<file path="src/sv/tdpc_pkg.sv">
`timescale 1ns / 1ps

package tdpc_pkg;

    // Field widths of the channel beats
    localparam int VALUE_FIELD_W = 16;
    localparam int COUNT_FIELD_W = 32;

    // Default datapath widths
    localparam int VALUE_WIDTH = 16;
    localparam int COUNT_WIDTH = 32;

    typedef struct packed {
        logic [VALUE_FIELD_W-1:0] value;
        logic                     last_in_chunk;
    } item_beat_t;

    typedef struct packed {
        logic                     is_prime;
        logic [COUNT_FIELD_W-1:0] running_count;
        logic                     chunk_done;
    } result_beat_t;

    // Remainder unit -> sequencer
    typedef struct packed {
        logic done;
        logic rem_zero;
    } rem_stat_t;

    // Sequencer -> top
    typedef struct packed {
        logic idle;
        logic res_valid;
        logic prime;
    } seq_stat_t;

endpackage

</file>
<file path="src/sv/tdpc_rem_unit.sv">
`timescale 1ns / 1ps

// Restoring remainder unit, one dividend bit per cycle.
module tdpc_rem_unit #(
    parameter int VALUE_WIDTH = tdpc_pkg::VALUE_WIDTH
) (
    input  logic                    clk,
    input  logic                    rst_n,
    input  logic                    start,
    input  logic [VALUE_WIDTH-1:0]  dividend,
    input  logic [VALUE_WIDTH-1:0]  divisor,
    output tdpc_pkg::rem_stat_t     stat
);

    localparam int CNT_W = $clog2(VALUE_WIDTH + 1);

    logic                   busy_reg,  busy_next;
    logic                   done_reg,  done_next;
    logic [CNT_W-1:0]       cnt_reg,   cnt_next;
    logic [VALUE_WIDTH-1:0] dvd_reg,   dvd_next;
    logic [VALUE_WIDTH-1:0] dvs_reg,   dvs_next;
    logic [VALUE_WIDTH-1:0] rem_reg,   rem_next;
    logic [VALUE_WIDTH:0]   trial;
    logic [VALUE_WIDTH:0]   diff;

    assign trial = {rem_reg, dvd_reg[VALUE_WIDTH-1]};
    assign diff  = trial - {1'b0, dvs_reg};

    always_comb
    begin
        busy_next = busy_reg;
        done_next = 1'b0;
        cnt_next  = cnt_reg;
        dvd_next  = dvd_reg;
        dvs_next  = dvs_reg;
        rem_next  = rem_reg;
        if (start)
        begin
            busy_next = 1'b1;
            cnt_next  = CNT_W'(VALUE_WIDTH);
            dvd_next  = dividend;
            dvs_next  = divisor;
            rem_next  = '0;
        end
        else if (busy_reg)
        begin
            // diff[MSB] set means trial < divisor: keep trial
            rem_next = diff[VALUE_WIDTH] ? trial[VALUE_WIDTH-1:0] : diff[VALUE_WIDTH-1:0];
            dvd_next = {dvd_reg[VALUE_WIDTH-2:0], 1'b0};
            cnt_next = cnt_reg - CNT_W'(1);
            if (cnt_reg == CNT_W'(1))
            begin
                busy_next = 1'b0;
                done_next = 1'b1;
            end
        end
    end

    always_ff @(posedge clk or negedge rst_n)
    begin
        if (!rst_n)
        begin
            busy_reg <= 1'b0;
            done_reg <= 1'b0;
            cnt_reg  <= '0;
        end
        else
        begin
            busy_reg <= busy_next;
            done_reg <= done_next;
            cnt_reg  <= cnt_next;
        end
    end

    always_ff @(posedge clk)
    begin
        dvd_reg <= dvd_next;
        dvs_reg <= dvs_next;
        rem_reg <= rem_next;
    end

    assign stat.done     = done_reg;
    assign stat.rem_zero = (rem_reg == '0);

endmodule

</file>
<file path="src/sv/tdpc_seq.sv">
`timescale 1ns / 1ps

// Trial divisor sequencer: walks d = 2, 3, ... while d*d <= v.
module tdpc_seq #(
    parameter int VALUE_WIDTH = tdpc_pkg::VALUE_WIDTH
) (
    input  logic                    clk,
    input  logic                    rst_n,
    input  logic                    start,
    input  logic [VALUE_WIDTH-1:0]  value,
    input  logic                    res_ready,
    input  tdpc_pkg::rem_stat_t     rem_stat,
    output logic                    rem_start,
    output logic [VALUE_WIDTH-1:0]  dividend,
    output logic [VALUE_WIDTH-1:0]  divisor,
    output tdpc_pkg::seq_stat_t     stat
);

    localparam int SQ_W = VALUE_WIDTH + 2;

    typedef enum logic [3:0] {
        S_IDLE  = 4'b0001,
        S_CHECK = 4'b0010,
        S_DIV   = 4'b0100,
        S_DONE  = 4'b1000
    } state_t;

    state_t                 state_reg, state_next;
    logic [VALUE_WIDTH-1:0] v_reg,     v_next;
    logic [VALUE_WIDTH-1:0] d_reg,     d_next;
    logic [SQ_W-1:0]        dsq_reg,   dsq_next;
    logic                   prime_reg, prime_next;
    logic                   v_small;
    logic                   sq_over;

    assign v_small = (v_reg < VALUE_WIDTH'(2));
    assign sq_over = (dsq_reg > SQ_W'(v_reg));

    always_comb
    begin
        state_next = state_reg;
        v_next     = v_reg;
        d_next     = d_reg;
        dsq_next   = dsq_reg;
        prime_next = prime_reg;
        rem_start  = 1'b0;
        unique case (state_reg)
            S_IDLE:
            begin
                if (start)
                begin
                    v_next     = value;
                    d_next     = VALUE_WIDTH'(2);
                    dsq_next   = SQ_W'(4);
                    state_next = S_CHECK;
                end
            end
            S_CHECK:
            begin
                if (v_small)
                begin
                    prime_next = 1'b0;
                    state_next = S_DONE;
                end
                else if (sq_over)
                begin
                    prime_next = 1'b1;
                    state_next = S_DONE;
                end
                else
                begin
                    rem_start  = 1'b1;
                    state_next = S_DIV;
                end
            end
            S_DIV:
            begin
                if (rem_stat.done)
                begin
                    if (rem_stat.rem_zero)
                    begin
                        prime_next = 1'b0;
                        state_next = S_DONE;
                    end
                    else
                    begin
                        // (d+1)^2 = d^2 + 2d + 1
                        d_next     = d_reg + VALUE_WIDTH'(1);
                        dsq_next   = dsq_reg + SQ_W'({d_reg, 1'b1});
                        state_next = S_CHECK;
                    end
                end
            end
            S_DONE:
            begin
                if (res_ready)
                begin
                    state_next = S_IDLE;
                end
            end
            default:
            begin
                state_next = S_IDLE;
            end
        endcase
    end

    always_ff @(posedge clk or negedge rst_n)
    begin
        if (!rst_n)
        begin
            state_reg <= S_IDLE;
        end
        else
        begin
            state_reg <= state_next;
        end
    end

    always_ff @(posedge clk)
    begin
        v_reg     <= v_next;
        d_reg     <= d_next;
        dsq_reg   <= dsq_next;
        prime_reg <= prime_next;
    end

    assign dividend        = v_reg;
    assign divisor         = d_reg;
    assign stat.idle       = (state_reg == S_IDLE);
    assign stat.res_valid  = (state_reg == S_DONE);
    assign stat.prime      = prime_reg;

endmodule

</file>
<file path="src/sv/trial_division_prime_counter_core.sv">
`timescale 1ns / 1ps

// Trial-division primality tester with a per-chunk prime count.
// Item channel (item_valid / item_stall / item): one beat per number to test,
// with last_in_chunk marking the final number of a chunk. Result channel
// (result_valid / result_stall / result): exactly one beat per item, carrying
// is_prime, the saturating prime count of the chunk including this item, and
// chunk_done (a copy of last_in_chunk). The count clears after a closing beat.
// Each trial divisor runs on the single bit-serial remainder unit. Trials run
// for d = 2 .. floor(sqrt(v)) and stop at the first zero remainder; values
// below 4 run none. The worst 16-bit case is 65521, with 254 divisors.
// One item is in work at a time; item_stall is high while it is tested or
// parked. A finished result waits in the output register; a new item is taken
// as soon as the tester is idle, even if that register is still held.
// Stalling the result side holds result steady and parks the tester on a
// finished item until the output register frees up. Reset clears the control
// state, the count and result_valid, not the datapath registers.
module trial_division_prime_counter_core #(
    parameter int VALUE_WIDTH = tdpc_pkg::VALUE_WIDTH,
    parameter int COUNT_WIDTH = tdpc_pkg::COUNT_WIDTH
) (
    input  logic                     clk,
    input  logic                     rst_n,
    input  logic                     item_valid,
    output logic                     item_stall,
    input  tdpc_pkg::item_beat_t     item,
    output logic                     result_valid,
    input  logic                     result_stall,
    output tdpc_pkg::result_beat_t   result
);

    tdpc_pkg::seq_stat_t    seq_stat;
    tdpc_pkg::rem_stat_t    rem_stat;
    logic                   rem_start;
    logic [VALUE_WIDTH-1:0] dividend;
    logic [VALUE_WIDTH-1:0] divisor;
    logic [VALUE_WIDTH-1:0] item_value;
    logic                   item_take;
    logic                   slot_free;
    logic                   res_take;

    // Per-chunk state and output register
    logic [COUNT_WIDTH-1:0] count_reg,     count_next;
    logic                   ovalid_reg,    ovalid_next;
    logic                   last_reg,      last_next;
    tdpc_pkg::result_beat_t obeat_reg,     obeat_next;
    logic [COUNT_WIDTH-1:0] count_inc;

    // Upper value bits beyond VALUE_WIDTH are ignored; narrower fields zero-extend
    assign item_value = VALUE_WIDTH'(item.value);

    assign item_stall = !seq_stat.idle;
    assign item_take  = item_valid && seq_stat.idle;
    assign slot_free  = !ovalid_reg || !result_stall;
    assign res_take   = seq_stat.res_valid && slot_free;

    tdpc_seq #(
        .VALUE_WIDTH (VALUE_WIDTH)
    ) u_seq (
        .clk       (clk),
        .rst_n     (rst_n),
        .start     (item_take),
        .value     (item_value),
        .res_ready (slot_free),
        .rem_stat  (rem_stat),
        .rem_start (rem_start),
        .dividend  (dividend),
        .divisor   (divisor),
        .stat      (seq_stat)
    );

    tdpc_rem_unit #(
        .VALUE_WIDTH (VALUE_WIDTH)
    ) u_rem (
        .clk      (clk),
        .rst_n    (rst_n),
        .start    (rem_start),
        .dividend (dividend),
        .divisor  (divisor),
        .stat     (rem_stat)
    );

    // Saturating increment on a prime
    assign count_inc = (seq_stat.prime && (count_reg != '1)) ?
                       count_reg + COUNT_WIDTH'(1) : count_reg;

    always_comb
    begin
        count_next  = count_reg;
        ovalid_next = ovalid_reg;
        last_next   = last_reg;
        obeat_next  = obeat_reg;
        if (item_take)
        begin
            last_next = item.last_in_chunk;
        end
        if (ovalid_reg && !result_stall)
        begin
            ovalid_next = 1'b0;
        end
        if (res_take)
        begin
            ovalid_next              = 1'b1;
            obeat_next.is_prime      = seq_stat.prime;
            obeat_next.running_count = tdpc_pkg::COUNT_FIELD_W'(count_inc);
            obeat_next.chunk_done    = last_reg;
            // Closing beat shows the full count, then the chunk restarts
            count_next = last_reg ? '0 : count_inc;
        end
    end

    always_ff @(posedge clk or negedge rst_n)
    begin
        if (!rst_n)
        begin
            count_reg  <= '0;
            ovalid_reg <= 1'b0;
        end
        else
        begin
            count_reg  <= count_next;
            ovalid_reg <= ovalid_next;
        end
    end

    always_ff @(posedge clk)
    begin
        last_reg  <= last_next;
        obeat_reg <= obeat_next;
    end

    assign result_valid = ovalid_reg;
    assign result       = obeat_reg;

endmodule

</file>
<file path="config.mk">
export PLATFORM = sky130hd
export DESIGN_NAME = trial_division_prime_counter_core
export DESIGN_NICKNAME = d
export VERILOG_FILES = /design/src/sv/tdpc_pkg.sv /design/src/sv/tdpc_rem_unit.sv /design/src/sv/tdpc_seq.sv /design/src/sv/trial_division_prime_counter_core.sv
export SDC_FILE = /design/constraint.sdc
export NUM_CORES = 1
export LEC_CHECK = 0
export BUFFER_PORTS_ARGS = -buffer_cell sky130_fd_sc_hd__buf_2
export CAP_MARGIN = 20
export CORE_MARGIN = 5
export CORE_UTILIZATION = 46
export DETAILED_ROUTE_END_ITERATION = 10
export MAX_ROUTING_LAYER = met4
export SETUP_SLACK_MARGIN = 0.1
export SLEW_MARGIN = 20
export SYNTH_ARGS = -nofsm -noshare
export SYNTH_HDL_FRONTEND = slang
export SYNTH_HIERARCHICAL = 1
export SYNTH_SLANG_ARGS = --single-unit
</file>
<file path="constraint.sdc">
create_clock -name clk -period 5.49 [get_ports clk]
set_clock_uncertainty 0.05 [all_clocks]
set_input_delay 1.3725 -clock clk [delete_from_list [all_inputs] [get_ports clk]]
set_output_delay 1.3725 -clock clk [all_outputs]
set_load 0.1 [all_outputs]
</file>
==> metrics.yaml, run 1 <==
worst_setup_path:
  required_ns: 4.07
  r2r_cells: 12
  crit_buf_inv: 2
  path_max_fanout: 6
  cpPeakStageDelay_ns: 0.85
  crit_path_start_kind: "flip-flop"
  cp-startpoint: "u_seq/state_reg[0]"
  cp_cell_sequence: "nor4b_1, inv_1, buf_2"
  cp_num_cells: 3
  cp_slowest_cell: "nor4b_1"
  crit_family: "simple AND/OR/NAND/NOR gates"
  crit_path_end_kind: "primary output"
  path_class: "flip-flop to primary output"
  timing.rr.start: "u_seq/dsq_reg[14]"
  arrival_ns: 2.27
power:
  power_density_nw_per_um2: 463
  ir_worst_vdd_v: 0.000310
  power_uw: 5350
  leakage_uw: 0.00445
final_layout:
  largest_reg_flops: 34
  utilization: 0.513
  area_growth_pct: 10.7
  multiInputGateArea_um2: 5010
  drive_above_1_share: 0.147
  n_antenna_cell: 0
  nFillCells: 2061
  seq_area_um2: 4970
  fin_nets: 1109
floorplan:
  initial_utilization: 0.464
  chipWidth_um: 161
  coreArea_um2: 22500
  fp-row-count: 55
  pin_count: 57
  die_h_um: 161
  die_area_um2: 25800
logic_synthesis:
  ys_ff_latch: 178
  yosysUniqueCellTypes: 96
  syn_nets: 1069
  ys_warn_count: 6
  synth-main-ff-cell: "edfxtp_1"
  async_reset_ff_frac: 0.247
  synth_edf_count: 118
  netlist_top_cells_area: "edfxtp_1 34%, dfrtp_1 10%, ha_1 6.2%"
  yosysSeqAreaShare: 0.476
  synth_top_area_frac: 0.340
  syn_area_per_cell_um2: 10.5
  ys_top_cells_by_count: "118 x edfxtp_1, 93 x nor2_1, 80 x nand2_1"
  syn-cell-area_um2: 10400
  yosysTopAreaCell: "edfxtp_1"
  syn_inst: 994
  synth_most_common_cell: "edfxtp_1"
routing:
  drt_iter0_markers: 547
  via_per_inst: 5.75
  dr.pass1.iters: 4
  dr_total_vias: 7654
  avgRoutedWirePerCell_um: 17.3
  drc: 0
  finalWirelength_mm: 23.0
  drtAntennaViolNets: 0
timing:
  slew_headroom: 0.294
  whs_ns: 0.482
  setup_violations: 0
  clock.fmax_mhz: 271
  min_period_ns: 3.69
  tns_ns: 0
  finalHoldViolations: 0
  worst_slack_ns: 1.80
  worst_slew_pin_slew_ns: 1.04
  fin_crit_sh: 0.673
  maxSlewViolCount: 0
  rsz0062_at_grt: "false"
grt:
  grt_max_degree: 55
  grt_remaining_overflow: 0
  grt_use_total: 0.189
  grt_pass1_vias: 7406
  grt_first_pass_wirelength_mm: 38.9
  antenna_found_initial: 0
placement:
  gp_congestion: 0.815
  pre_cts_ws_ns: 1.94
  hpwl_mm: 16.4
  place.port_buffers: 56
clock_network:
  worstSkewPairLatency_ns: 0.43
  clk_pin_slew_ns: 0.07
  cts_buffer_depth: 2
  cts.sinks: 178
  holdBufCountCts: 0
  cts.repair.resized: 0
  h-tree-depth: 4
  cts_tree: "built"
  postCtsSetupBuffers: 0
  cts_root_buf: "clkbuf_16"
  cts_buffers: 17
hold_path:
  min_from: "u_rem/rem_reg[5]"
  hold_depth: 2
  min_path_type: "flip-flop to flip-flop"
flow_run:
  drv_cap: 0
status:
  status: "finished, final reports clean"
-- logic make-up (layout without fill, tap and decap cells) --
group | count (synthesis) | after routing | share of synthesized area
and+or+nand+nor | 357 | 357 | 0.177
AOI/OAI and AO/OA | 199 | 199 | 0.148
DFF | 178 | 178 | 0.476
buffers and inverters | 111 | 164 | 0.0451
xor gates and xnor gates | 64 | 64 | 0.0555
adders and majority gates | 54 | 54 | 0.0662
muxes | 31 | 31 | 0.0317
-- cell usage in the layout (no fill, tap or decap), types with 12 or more instances in the layout --
master / count
dfxtp_1: 16
mux2_2: 16
nand2b_1: 12
xnor2_1: 46
edfxtp_1: 118
a211oi_1: 18
xor2_1: 17
a21oi_1: 29
nor3_1: 26
nor4_1: 16
nand2_1: 80
buf_2: 56
mux2i_1: 15
inv_1: 63
nand3_1: 32
ha_1: 52
nor2_1: 93
clkbuf_16: 17
dfrtp_1: 43
nand4_1: 26
o21ai_0: 33
-- path summary, 6_finish.rpt --
| path | endpoint | slack [ns] |
|---|---|---|
| worst min register to register | u_rem/rem_reg[5] | 0.48 |
| worst min-delay path | u_rem/rem_reg[5] | 0.48 |
| worst max register to register | u_rem/rem_reg[15] | 2.05 |
| worst max-delay path | item_stall | 1.80 |
| min in group asynchronous | count_reg[24] | 0.97 |
| max in group asynchronous | u_rem/busy_reg | 3.97 |
-- power by group --
part	leakage, uW	switching [uW]	internal, uW
Sequential	0.00171	284	1780
Clock	0.000297	534	723
Combinational	0.00245	1190	835
Total	0.00445	2010	3340
-- per-layer routing --
| layer | wire length, um | part of all wire | up-vias | track usage |
|---|---|---|---|---|
| met5 | 0 | 0 | - | - |
| met4 | 297 | 0.013 | 0 | 0.0508 |
| met3 | 892 | 0.039 | 24 | 0.0285 |
| met2 | 10000 | 0.44 | 165 | 0.275 |
| met1 | 11800 | 0.51 | 3663 | 0.278 |
| li1 | - | - | 3802 | - |
-- worst min-delay path: stages (launching register included) --
cell and delay [ns]:
dfxtp_1 0.34, nor2_1 0.09, a211oi_1 0.05
-- area by class of cell --
type / instances / area share
clock inverters: 15 / 0.0157
repair buffers: 67 / 0.0314
flip-flops and latches: 178 / 0.430
inverters: 65 / 0.0211
clock buffers: 17 / 0.0368
well taps: 285 / 0.0309
multi-input cells: 705 / 0.434
-- per-stage QoR --
stage	instance area [um2]	instances
6_report	11500	1332
5_1_grt	11500	1332
4_1_cts	11500	1332
3_5_place_dp	10900	1300
3_3_place_gp	10900	1300
2_1_floorplan	10400	994
No activity file was read; power rests on OpenSTA's default activity.
==> run 2, diff against run 1 <==
- PLACE_DENSITY: default -> 0.65
- clock period: 5.49 -> 3 ns (I/O delays scaled with it)
==> run 2 against run 1 <==
Net effect: sequential power rose by 83%; clock power rose by 86%; clock-buffer cell count rose by 7; power rose by 90%; core utilization rose by 1.5 points; sequential share of layout area fell by 1.2 points; worst hold slack got worse by 0.23 ns; combinational power rose by 100%; final cell count rose by 1.9%.
==> metrics.yaml, run 2 (synthesis gave the netlist of run 1 again) <==
status:
  status: "finished, final reports clean"
clock_network:
  clk_pin_slew_ns: 0.07
  h-tree-depth: 4
  cts_root_buf: "clkbuf_16"
  cts.sinks: 178
  cts_tree: "built"
  cts_buffer_depth: 2
  worstSkewPairLatency_ns: 0.43
  cts_buffers: 17
placement:
  gp_congestion: 0.864
  pre_cts_ws_ns: 0.148
  place.port_buffers: 56
  hpwl_mm: 16.7
floorplan:
  fp-row-count: 55
  initial_utilization: 0.464
  pin_count: 57
  coreArea_um2: 22500
  die_area_um2: 25800
  chipWidth_um: 161
  die_h_um: 161
final_layout:
  largest_reg_flops: 34
  utilization: 0.528
  area_growth_pct: 13.9
  fin_nets: 1134
  drive_above_1_share: 0.173
  n_antenna_cell: 0
  final_common_cell: "edfxtp_1"
  nFillCells: 1942
  layout_common_cells: "118 x edfxtp_1, 93 x nor2_1, 80 x nand2_1, 64 x inv_1, 56 x buf_2"
worst_setup_path:
  required_ns: 3.25
  reg2reg_slack_ns: 0.14
  crit_path_end_kind: "flip-flop"
  cp_slowest_cell: "edfxtp_1"
  arrival_ns: 3.11
  crit_path_start_kind: "flip-flop"
  path_class: "flip-flop to flip-flop"
  cpPeakStageDelay_ns: 0.42
  cp_cell_sequence: "ha_4, fa_2, nand2b_4, a211oi_4, o21ai_2, o31ai_4, xor2_4, buf_6, mux2i_2, a211oi_2"
  path_max_fanout: 6
routing:
  dr_total_vias: 7878
  dr.pass1.iters: 8
  drc: 0
  avgRoutedWirePerCell_um: 17.2
  drtAntennaViolNets: 0
  drt_iter0_markers: 574
  via_per_inst: 5.81
  finalWirelength_mm: 23.4
timing:
  worst_slew_pin_slew_ns: 0.720
  clock.fmax_mhz: 350
  min_period_ns: 2.86
  setup_violations: 0
  rsz0062_at_grt: "true"
  maxSlewViolCount: 0
  worst_slack_ns: 0.141
  slew_headroom: 0.518
  whs_ns: 0.251
  finalHoldViolations: 0
  fin_crit_sh: 0.953
  tns_ns: 0
grt:
  grt_pass1_vias: 7463
  antenna_found_initial: 0
  grt_first_pass_wirelength_mm: 38.6
  grt_max_degree: 45
  grt_remaining_overflow: 0
  grt_use_total: 0.189
power:
  power_density_nw_per_um2: 856
  leakage_uw: 0.00462
  ir_worst_vdd_v: 0.000462
  power_uw: 10200
flow_run:
  drv_cap: 0
hold_path:
  min_path_type: "input port to async pin"
[run 2: layout make-up]
cell class	instances	area (um2)	area share
clock buffer	24	514	0.0433
timing repair buffer	92	628	0.0528
sequential	178	4970	0.418
clock inverter	8	110	0.00926
inverter	65	244	0.0205
multi-input combinational	705	5070	0.426
tap	285	357	0.0300
[run 2: critical path, delay by kind of cell (launching register included)]
family | cells | cell delay (ns)
AO/OA/AOI/OAI | 4 | 0.85
XOR/XNOR | 1 | 0.28
adder cells (fa/ha/maj) | 2 | 0.55
buffers and inverters | 1 | 0.19
flip-flops | 1 | 0.42
multiplexers | 1 | 0.23
AND/OR/NAND/NOR | 1 | 0.16
[run 2: repair_timing]
item,in CTS,in global routing
endpoints found under the setup margin,0,49
gates resized for setup,0,14
buffers inserted,0,6
hold buffers,0,0
[run 2: layer usage]
layer | part of all wire | routed length (um) | track usage | up-vias
li1 | - | - | - | 3826
met3 | 0.044 | 1040 | 0.0313 | 33
met2 | 0.46 | 10800 | 0.287 | 228
met5 | 0 | 0 | - | -
met1 | 0.48 | 11200 | 0.264 | 3791
met4 | 0.017 | 393 | 0.0520 | 0
[run 2: final timing paths]
| path | start | to | cells after the start |
|---|---|---|---|
| worst max-delay path | u_rem/dvs_reg[0] | u_rem/rem_reg[3] | 10 |
| worst min-delay path | rst_n | count_reg[28] | 1 |
| worst max register to register | u_rem/dvs_reg[0] | u_rem/rem_reg[3] | 10 |
| worst min register to register | u_rem/rem_reg[6] | u_rem/rem_reg[6] | 2 |
| max in group asynchronous | rst_n | u_seq/state_reg[0] | 2 |
| min in group clk | item[2] | u_seq/dividend[1] | 1 |
[run 2: through the flow]
stage	cells	cell area [um2]
3_3_place_gp	1317	11100
6_report	1357	11900
5_1_grt	1357	11900
4_1_cts	1349	11700
3_5_place_dp	1317	11100
2_1_floorplan	994	10500
[run 2: where the power goes]
group          switching (uW)  internal, uW
Sequential                523          3250
Clock                     951          1390
Combinational            2260          1800
